## src/rtl/lps_ram.sv

```systemverilog
// Generic simple dual-port RAM with registered read.
module lps_ram #(
    parameter int WIDTH = 1,
    parameter int DEPTH = 16
) (
    input  logic                     i_clk,
    input  logic                     i_we,
    input  logic [$clog2(DEPTH)-1:0] i_waddr,
    input  logic [WIDTH-1:0]         i_wdata,
    input  logic                     i_re,
    input  logic [$clog2(DEPTH)-1:0] i_raddr,
    output logic [WIDTH-1:0]         o_rdata
);

    logic [WIDTH-1:0] mem [DEPTH];
    logic [WIDTH-1:0] r_rdata;

    // Write port and registered read port
    always_ff @(posedge i_clk) begin
        if (i_we) begin
            mem[i_waddr] <= i_wdata;
        end
        if (i_re) begin
            r_rdata <= mem[i_raddr];
        end
    end

    assign o_rdata = r_rdata;

endmodule

```

## config.mk

```make
export PLATFORM = sky130hd
export DESIGN_NAME = lps_ram
export DESIGN_NICKNAME = d
export VERILOG_FILES = /design/src/rtl/lps_ram.sv
export SDC_FILE = /design/constraint.sdc
export NUM_CORES = 1
export LEC_CHECK = 0
export BUFFER_PORTS_ARGS = -buffer_cell sky130_fd_sc_hd__buf_2
export CAP_MARGIN = 20
export CORE_AREA = 8 8 61 48
export CTS_BUF_LIST = sky130_fd_sc_hd__clkbuf_8
export DETAILED_ROUTE_END_ITERATION = 7
export DIE_AREA = 0 0 69 56
export GPL_ROUTABILITY_DRIVEN = 0
export PLACE_DENSITY = 0.66
export SLEW_MARGIN = 20
export SYNTH_ARGS = -nofsm -noshare
export SYNTH_HDL_FRONTEND = slang
export SYNTH_SLANG_ARGS = --single-unit
```

## constraint.sdc

```tcl
create_clock -name i_clk -period 1.4 [get_ports i_clk]
set_input_delay 0.21 -clock i_clk [delete_from_list [all_inputs] [get_ports i_clk]]
set_output_delay 0.21 -clock i_clk [all_outputs]
set_load 0.005 [all_outputs]
```

* Word level (Yosys, flattened, before mapping) *
Memories as Yosys holds them, arrays and structs flattened. A register that Yosys moved wholly into a read port is not among the register bits.
Index checks and enable logic that the tools add are counted.

word-level totals
  bits in writable memories = 16
  word-level logic and storage cells = 3
  memories kept = 1
  input bits = 12
  bits in registers = 0
  output and inout bits = 1

cells by class
  mux-type cells = 2

memories
  memory  depth  bits a word  read ports  clocked after memory_dff  write ports  line  source
  mem     16     1            1           1                         1            15    logic [WIDTH-1:0] mem [DEPTH];

operators by type and width
  kind              count
  2-to-1 mux 1 bit  2

* Depth between registers and ports, before layout *
  depth in word-level cells = 2
  mapped depth = 3
  gate-level depth less buffers = 3

* Least setup slack after synthesis *
OpenSTA, ideal clock, no wires.

  path type = register -> register
  start = memory mem[13]
  end = register r_rdata, in the netlist o_rdata (read register of mem), data pin
  arrival = 1,013 ps
  clock period less this slack = 1,274 ps
  slack = 126 ps
  path buffers = 0
  required time = 1,139 ps
  setup time = 261 ps
  cell stages (with the launch flop) = 4
  path through = edfxtp_1 > mux4_1 > mux2i_1 > mux2i_1

RTL lines
  element          line  source
  start, declared  15
  end, declared    16    logic [WIDTH-1:0] r_rdata;

==> impl_results.md <==
- Seq/Total Area, Yosys: 67.5%
- Clk root buf: clkbuf_8
- WL final: 1350 um
- Cells after synthesis: 47
- CP startpoint: mem[8]
- Max incr delay on CP: 0.49 ns
- Mapped Area: 756 sq um
- Syn Nets: 59
- Final nets: 76
- Post-route minimum period: 1.32 ns
- CTS tree: yes
- Die Span Y: 56 um
- Status: finished clean
- FILL cells: 190
- Vias per cell: 5.02
- Crit path depth: 3
- DR vias: 437
- Worst setup EP type: flop
- Maximum vdd drop: 0.000654 V
- Fin crit share: 94.5%
- Met1 wire length: 631 um
- Avg Cell Area, Syn: 16.1 sq um
- Iter 0 DRT Violations: 9
- Crit Reg-Reg Endpoint: o_rdata
- Max Clock Freq: 756 MHz
- Initial Util: 37.8%
- Core area: 0.00200 sq mm
- Max Used Layer: met3
- Die area: 0.00386 sq mm
- Final Skew: 0.00119 ns
- Warnings from Yosys: 0
- Hold Slack: 0.154 ns
- Largest net degree at the start of global routing: 17
- DRC violations left: 0
- Worst-margin pin slew: 0.245 ns
- Clk_lat worst skew: 0.25 ns
- Aggregate global-route resource usage: 7.28%
- Total negative slack: 0 ns
- Clock buffer depth: 2
- Leakage: 0.311 nW
- Synthesis-to-finish area growth: 17.1%
- Slew HR: 83.7%
- RSZ-0062 raised after global routing: yes
- Final setup violating endpoints: 0
- Number of top-level pins: 13
- Die extent in x: 69 um
- CTS H-tree lvls: 1
- Overflow after GRT: 0
- Cell mode on critical path: mux2i_1
- Worst setup path class: flop to flop
- Setup bufs post-CTS: 0
- Max-cap violation count: 0
- Most frequent cells in the layout: edfxtp_1, nor2_1, buf_2
- Post-DP HPWL: 1050 um
- CP max stage cell: mux4_1
- Required time worst endpoint: 1.40 ns
- I/O Buffers: 12
- Worst setup SP type: flop
- Antenna violations before repair: 0
- PD cells: 1150 mW/mm^2
- Drt wl/cell: 15.5 um
- Critical R2R Launch: mem[8]
- Cts bufs inserted: 3
- Flop-to-flop setup slack: 0.08 ns
- Number of global-route vias before repair: 494
- Reg2Reg Depth: 3
- Most common cell after layout, fill and taps aside: edfxtp_1
- Layout cells sized above 1: 30.2%
- CP Cell Sequence: mux4_1 > mux2i_1 > mux2i_1
- CP endpoint: o_rdata
- Row count: 14
- CP Data Arrival Time: 1.33 ns
- DR WL met2: 604 um
- Routed wl met3: 114 um
- Clock Sinks: 17
- Final Max Slew Viols: 0
- ANT cells: 0
- First-pass GRT wire length: 2240 um
- First-pass iteration count of the detailed router: 4
- Worst-path clk slew: 0.07 ns
- Hold Fails Final Rpt: 0
- Post-synth cell types: 10
- Hold WC Path Type: primary input to flop
- Delay-heaviest family, CP: multiplexers
- Routed Antenna Nets: 0
- Hold buffer count at cts: 0
- Crit-path max FO: 1
- Number of synthesized register bits: 17
- Bufs and invs on worst path: 0
## synthesized netlist by cell type
cell	number	share of area, %
edfxtp_1	17	68
mux2i_1	3	4.0
mux4_1	4	14
nand2_1	1	0.50
nand2b_1	2	1.7
nand3_1	1	0.66
nand3b_1	2	2.0
nor2_1	12	6.0
nor3_1	4	2.6
or3b_2	1	1.2
## logic make-up (layout without fill, tap and decap cells)
logic type / count (synthesis) / in the layout / share of synthesized area (%)
buffers and inverters: 0 / 16 / 0
DFF: 17 / 17 / 67.5
and+or+nand+nor: 23 / 23 / 14.6
muxes: 7 / 7 / 17.9
## layout make-up
| cell class | instances | area, sq um | share of cell area [%] |
|---|---|---|---|
| Sequential cell | 17 | 510 | 57.7 |
| Multi-Input combinational cell | 30 | 238 | 26.9 |
| Timing Repair Buffer | 12 | 60.1 | 6.79 |
| Clock buffer | 3 | 41.3 | 4.67 |
| Tap cell | 24 | 30.0 | 3.39 |
| Clock inverter | 1 | 5.00 | 0.566 |
## routing by layer
layer | up-vias | global-route usage, %
li1 | 215 | -
met1 | 205 | 7.76
met2 | 17 | 11.8
met3 | 0 | 4.63
met4 | 0 | 1.75
met5 | - | 0
## registers in the layout, summed over array words and instances, names as in the netlist
register  flops
o_rdata       1
mem          16
## worst reg2reg max path, stage by stage (launching register included)
cell and delay (ns):
edfxtp_1 0.37, mux4_1 0.49, mux2i_1 0.14, mux2i_1 0.08
## where the power goes
group | switching, mW | leakage (nW) | internal (mW)
registers | 0.00303 | 0.154 | 0.573
clock network | 0.169 | 0.0255 | 0.197
logic | 0.0398 | 0.131 | 0.0359
total | 0.212 | 0.311 | 0.806
## how the worst min path moves through the flow
| stage | startpoint | to | slack [ns] | cells past startpoint |
|---|---|---|---|---|
| 2_1_floorplan | i_wdata | mem[0] | 0.31 | 0 |
| 3_3_place_gp | i_re | o_rdata | 0.41 | 1 |
| 3_5_place_dp | i_re | o_rdata | 0.41 | 1 |
| 4_1_cts | i_re | o_rdata | 0.15 | 1 |
| 5_1_grt | i_re | o_rdata | 0.14 | 1 |
| 6_report | i_re | o_rdata | 0.15 | 1 |
## per-stage QoR
step | area (sq um) | power, mW | worst slack, ns | std cells | util (%)
global route | 885 | 1.05 | -0.0151 | 87 | 44.3
detailed placement | 846 | 0.663 | 0.00169 | 83 | 42.4
CTS | 892 | 1.03 | 0.0236 | 87 | 44.7
finish | 885 | 1.02 | 0.0765 | 87 | 44.3
global placement | 846 | 0.660 | 0.0162 | 83 | 42.4
floorplan | 756 | 0.621 | 0.126 | 47 | -
## what timing repair did
action | in CTS | in global routing
resized for setup | 0 | 2
setup endpoints to repair | 0 | 1
endpoints found under the hold margin | 0 | 0
Power figures use the tool's default switching activity.
