--- src/rtl/lps_pkg.sv ---
// Shared types and constants of the linear prime sieve.
package lps_pkg;

    // Default storage sizes
    localparam int SIEVE_SIZE_DEF  = 131072;
    localparam int PRIME_DEPTH_DEF = 16384;

    // Field widths
    localparam int VALUE_W = 17;
    localparam int INDEX_W = 14;
    localparam int TOTAL_W = 15;
    localparam int LIMIT_W = 18;

    localparam logic [LIMIT_W-1:0] LIMIT_RESET = 18'd131072;

    // Query item
    typedef struct packed {
        logic [VALUE_W-1:0] query_value;
        logic [INDEX_W-1:0] prime_index;
    } t_lps_in;

    // Result item
    typedef struct packed {
        logic               value_is_prime;
        logic [VALUE_W-1:0] nth_prime;
        logic [TOTAL_W-1:0] prime_total;
        logic               index_in_range;
    } t_lps_out;

    // Status of the remainder unit
    typedef struct packed {
        logic done;
        logic rem_zero;
    } t_mod_stat;

    // Controller states
    typedef enum logic [3:0] {
        S_CLEAR,
        S_IDLE,
        S_B_INIT,
        S_B_RDI,
        S_B_CHK,
        S_B_RDP,
        S_B_MUL,
        S_B_MARK,
        S_B_DIV,
        S_B_NEXT,
        S_Q_READ,
        S_Q_OUT
    } t_state;

endpackage

--- src/rtl/lps_mod.sv ---
// Bit-serial remainder unit: one restoring step per cycle.
module lps_mod #(
    parameter int W = 17
) (
    input  logic              i_clk,
    input  logic              i_rst_n,
    input  logic              i_start,
    input  logic [W-1:0]      i_dividend,
    input  logic [W-1:0]      i_divisor,
    output lps_pkg::t_mod_stat o_stat
);

    localparam int CNW = $clog2(W);

    logic           r_busy, n_busy;
    logic           r_done, n_done;
    logic [CNW-1:0] r_cnt, n_cnt;
    logic [W-1:0]   r_rem, n_rem;
    logic [W-1:0]   r_dvd, n_dvd;
    logic [W-1:0]   r_d, n_d;
    logic [W:0]     w_trial;
    logic [W:0]     w_diff;

    // One restoring step: shift in the next dividend bit, subtract if it fits
    assign w_trial = {r_rem, r_dvd[W-1]};
    assign w_diff  = w_trial - {1'b0, r_d};

    always_comb begin
        n_busy = r_busy;
        n_done = 1'b0;
        n_cnt  = r_cnt;
        n_rem  = r_rem;
        n_dvd  = r_dvd;
        n_d    = r_d;
        if (i_start) begin
            n_busy = 1'b1;
            n_cnt  = '0;
            n_rem  = '0;
            n_dvd  = i_dividend;
            n_d    = i_divisor;
        end else if (r_busy) begin
            n_rem = (w_trial >= {1'b0, r_d}) ? w_diff[W-1:0] : w_trial[W-1:0];
            n_dvd = {r_dvd[W-2:0], 1'b0};
            n_cnt = r_cnt + CNW'(1);
            if (r_cnt == CNW'(W - 1)) begin
                n_busy = 1'b0;
                n_done = 1'b1;
            end
        end
    end

    // Control registers
    always_ff @(posedge i_clk) begin
        if (!i_rst_n) begin
            r_busy <= 1'b0;
            r_done <= 1'b0;
            r_cnt  <= '0;
        end else begin
            r_busy <= n_busy;
            r_done <= n_done;
            r_cnt  <= n_cnt;
        end
    end

    // Datapath registers
    always_ff @(posedge i_clk) begin
        r_rem <= n_rem;
        r_dvd <= n_dvd;
        r_d   <= n_d;
    end

    assign o_stat.done     = r_done;
    assign o_stat.rem_zero = (r_rem == '0);

endmodule

--- config.mk ---
export PLATFORM = sky130hd
export DESIGN_NAME = lps_mod
export DESIGN_NICKNAME = d
export VERILOG_FILES = /design/src/rtl/lps_pkg.sv /design/src/rtl/lps_mod.sv
export SDC_FILE = /design/constraint.sdc
export NUM_CORES = 1
export LEC_CHECK = 0
export ABC_AREA = 0
export BUFFER_PORTS_ARGS = -buffer_cell sky130_fd_sc_hd__buf_2
export CORE_MARGIN = 2
export CORE_UTILIZATION = 60
export DETAILED_ROUTE_END_ITERATION = 16
export PLACE_DENSITY_LB_ADDON = 0.05
export SLEW_MARGIN = 20
export SYNTH_ARGS = -nofsm -noshare
export SYNTH_HDL_FRONTEND = slang
export SYNTH_SLANG_ARGS = --single-unit
--- constraint.sdc ---
create_clock -name i_clk -period 5.99 [get_ports i_clk]
set_clock_uncertainty 0.1 [all_clocks]
set_input_delay 1.198 -clock i_clk [delete_from_list [all_inputs] [get_ports i_clk]]
set_output_delay 1.198 -clock i_clk [all_outputs]
set_load 0.1 [all_outputs]
Word level (Yosys, flattened, before mapping):

Index checks and enable logic that the tools add are counted.

* order comparisons: 1
* equal/unequal tests: 1
* reductions and logical operators: 4
* muxes and demuxes: 7
* $add $sub $neg: 2
* bitwise gates (word level): 2

Operators by type and width (count)
* $mux 17: 3
* $ge 18x17->1: 1
* $logic_not 17->1: 1
* $sub 17x17->17: 1
* $add 5x1->5 const B: 1
* $eq 5x5->1 const B: 1
* $mux 1: 4
* $reduce_or 3->1: 1
* $not 1->1: 2
* $reduce_bool 2->1: 1
* $reduce_or 2->1: 1

* register bits after elaboration: 58
* input bits: 37
* output and inout bits: 2
* logic and storage cells: 23

Longest topological paths before layout:

* depth after elaboration: 4
* mapped depth: 11

Worst setup path before layout:

OpenSTA, ideal clock, no wires.

* kind: reg2out
* from: reg r_rem[11]
* to: out o_stat[0] (netlist bit)
* path buffers: 0
* stages on the path, launching flop included: 4
* arrival: 3.512 ns
* path slack: 1.180 ns
* required time: 4.692 ns
* path through: dfxtp_1 > nor4_1 > nand4_1 > nor4_1

RTL lines
* from (decl): line lps_mod.sv:18 `logic [W-1:0] r_rem, n_rem;`
* from (signal assigned): line lps_mod.sv:67 `r_rem <= n_rem;`
* to (decl): line lps_mod.sv:10 `output lps_pkg::t_mod_stat o_stat`

==> results.cfg <==
[status]
status = finished, final reports clean

[cts]
root_buffer = sky130_fd_sc_hd__clkbuf_8
clkSlewWorstSetupHoldPaths_ps = 60
cts.repair.resized = 0
post-cts-setup-buffer-count = 0
tritoncts.num_buffers = 9
postCtsHoldBufs = 0
tritoncts = done
ctsLongestPathBuffers = 2
clock_latency_late_sink_ps = 340
cts_sinks = 58
ctsHtreeMaxLevel = 3

[synth]
synth_edf_count = 34
ys_top_cells_by_area = sky130_fd_sc_hd__edfxtp_1 32%, sky130_fd_sc_hd__dfxtp_1 15%, sky130_fd_sc_hd__ha_1 7.4%, sky130_fd_sc_hd__mux2_2 5.6%, sky130_fd_sc_hd__inv_1 2.9%
synth_warnings = 0
syn_nets = 355
synth_flop_cell = sky130_fd_sc_hd__edfxtp_1
syn_area_mm2 = 0.00319
postSynthCellCount = 298
post_synthesis_average_cell_area_um2 = 10.7
synth_top_area_cell = sky130_fd_sc_hd__edfxtp_1
async_flop_share = 0
yosys_register_bits = 58
netlist.area_leader.share = 0.320
post_synth_most_frequent_cells = 34 x sky130_fd_sc_hd__edfxtp_1, 25 x sky130_fd_sc_hd__inv_1, 24 x sky130_fd_sc_hd__dfxtp_1, 24 x sky130_fd_sc_hd__nor2_1, 19 x sky130_fd_sc_hd__ha_1
post-synth-top-count-cell = sky130_fd_sc_hd__edfxtp_1
ys_types = 51
yosysSeqAreaShare = 0.470

[power_and_ir_drop]
p_int_mw = 0.715
power.clock.fraction = 0.347
power.net_switching_mw = 0.263
power-per-cell-area_mw_per_mm2 = 271
netSwitchingFraction = 0.269
vdd.ir_drop.worst_v = 0.000189
power.share.sequential = 0.482
combPwrFrac = 0.171
p_leak_nw = 1.55

[worst_setup_path]
crit_path_required_time_ps = 4690
crit_chain = nor4_1 -> nand4_1 -> nor4_1 -> buf_2
worst-path-buf-inv = 1
critical-path-max-stage-delay_ps = 490
timing.reg2reg.setup_slack_ps = 2880
cp.arrival_ps = 1920
crit_path_end_kind = output pin
critPathMaxFanout = 4
cp-start-kind = register
crit_path_frequent_cell = sky130_fd_sc_hd__nor4_1
timing.setup.critical_path_class = register to output pin
worst_r2r_endpoint = r_rem[15]
timing.reg2reg.worst_path_depth = 11
r2r_start = r_dvd[16]
worst_path_dominant_cell_family = simple AND/OR/NAND/NOR gates
critPathSlowestCell = sky130_fd_sc_hd__buf_2

[sta]
fmaxAchievable_ghz = 0.310
whs_ps = 428
grt_setup_unrepaired = false
min_period_over_period = 0.538
setup-tns-final_ps = 0
setup_viol = 0
final_max_slew_viol_count = 0
period_needed_ps = 3220
relSlewSlack = 0.388
endpoints_failing_hold = 0
tightest_slew_ps = 916

[worst_hold_path]
holdCritStartpoint = r_rem[2]
hold_depth = 2
min_to = r_rem[2]
hold_crit_class = register to register

[placement]
place_congestion = 0.814
port_buffers = 38
hpwlAfterDp_mm = 4.32

[detailed_routing]
drt_drc_violations_left = 0
detail_route.first_pass.iterations = 4
antenna_nets_post_route = 0
routed_wl_mm = 6.08
wl_per_cell_um = 14.7
post_drt_via_cell_ratio = 5.61
vias = 2321
drtIter0Drc = 126

[final_layout]
layout-drive-gt1-share = 0.215
nets_finish = 396
final_layout_fill_cell_count = 422
diodes = 0
area_overhead_of_the_layout_relative_to_synthesis_pct = 13.1
final_core_util = 0.707

[global_route]
grt_pass1_vias = 2239
wire_length_of_the_first_global_routing_pass_mm = 10.3
initial_antenna_violation_count = 0
globalRouteOverflowTotal = 0
global_route.usage.total = 0.223
grt_start_max_net_pins = 48

[die]
die_h_um = 77.0
starting_density = 0.625
die_outline_width_um = 77.0
placementRows = 26
floorplan.io_pins = 39
std_cell_core_area_mm2 = 0.00511
floorplan.die_area_mm2 = 0.00592

[run]
max-cap-violations = 0
state kept, by name, indices dropped and copies added, names as in the netlist:
name and count:
r_dvd 17, r_d 17, r_done 1, r_rem 17, r_busy 1, r_cnt 5
power by group through the flow:
stage / logic [mW] / clock network (mW) / registers, mW
detailed placement: 0.167 / 0 / 0.480
global route: 0.188 / 0.361 / 0.475
global placement: 0.165 / 0 / 0.479
CTS: 0.168 / 0.346 / 0.471
floorplan: 0.132 / 0 / 0.471
finish: 0.168 / 0.340 / 0.472
cells in the final DEF, fill, tap and decap left out, types with 3 or more instances in the layout:
master,count
sky130_fd_sc_hd__mux2i_1,9
sky130_fd_sc_hd__a21o_1,6
sky130_fd_sc_hd__nand2_1,13
sky130_fd_sc_hd__nor4_1,4
sky130_fd_sc_hd__clkbuf_1,3
sky130_fd_sc_hd__xor2_1,8
sky130_fd_sc_hd__o21ai_0,16
sky130_fd_sc_hd__nor2_1,24
sky130_fd_sc_hd__a211oi_1,8
sky130_fd_sc_hd__nand4_1,6
sky130_fd_sc_hd__a31oi_1,3
sky130_fd_sc_hd__a32oi_1,6
sky130_fd_sc_hd__inv_1,25
sky130_fd_sc_hd__mux2_2,16
sky130_fd_sc_hd__dfxtp_1,24
sky130_fd_sc_hd__clkbuf_8,9
sky130_fd_sc_hd__nand3_1,3
sky130_fd_sc_hd__buf_2,38
sky130_fd_sc_hd__nand2b_1,9
sky130_fd_sc_hd__edfxtp_1,34
sky130_fd_sc_hd__o31ai_1,3
sky130_fd_sc_hd__nor3_1,3
sky130_fd_sc_hd__xnor2_1,8
sky130_fd_sc_hd__ha_1,19
sky130_fd_sc_hd__a21oi_1,12
per-stage QoR:
stage	cells	power, mW	instance area [µm²]	setup WS, ps
finish	414	0.979	3610	2770
global route	414	1.02	3610	2580
CTS	414	0.985	3610	2750
detailed placement	398	0.647	3430	2790
global placement	398	0.643	3430	2880
floorplan	298	0.603	3190	1180
metal layers:
metal | global-route usage | vias up | routed length [µm]
met5 | 0 | - | 0
met4 | 0.0618 | 0 | 90
met3 | 0.0718 | 9 | 188
met2 | 0.352 | 38 | 2820
met1 | 0.297 | 1086 | 2980
li1 | - | 1188 | -
tightest hold or removal path: stages, from the launching register on:
cell and delay [ps]:
sky130_fd_sc_hd__dfxtp_1 350, sky130_fd_sc_hd__nand2_1 70, sky130_fd_sc_hd__o21ai_0 60
worst max path at each step:
stage	startpoint	end	slack [ps]	depth (start not counted)
2_1_floorplan	r_rem[11]	o_stat[0]	1180	3
3_3_place_gp	i_start	r_dvd[6]	2880	4
3_5_place_dp	i_start	r_dvd[9]	2790	4
4_1_cts	r_rem[11]	o_stat[0]	2750	4
5_1_grt	r_rem[2]	o_stat[0]	2580	4
6_report	r_rem[11]	o_stat[0]	2770	4
area by class of cell:
| cell class | instances | area, µm² | share of cell area |
|---|---|---|---|
| Inverter | 25 | 93.8 | 0.0260 |
| Clock inverter | 4 | 43.8 | 0.0121 |
| Sequential cell | 58 | 1500 | 0.416 |
| Tap cell | 70 | 87.6 | 0.0242 |
| Multi-Input combinational cell | 205 | 1550 | 0.428 |
| Clock buffer | 12 | 135 | 0.0374 |
| Timing Repair Buffer | 40 | 205 | 0.0568 |
logic make-up after synthesis:
group	after synthesis	synth area share
adders and majority gates	20	0.0807
muxes	25	0.0846
xor gates and xnor gates	16	0.0439
buffers and inverters	35	0.0462
AOI/OAI and AO/OA	68	0.149
and+or+nand+nor	76	0.125
DFF	58	0.470
No activity file was read; power rests on OpenSTA's default activity.
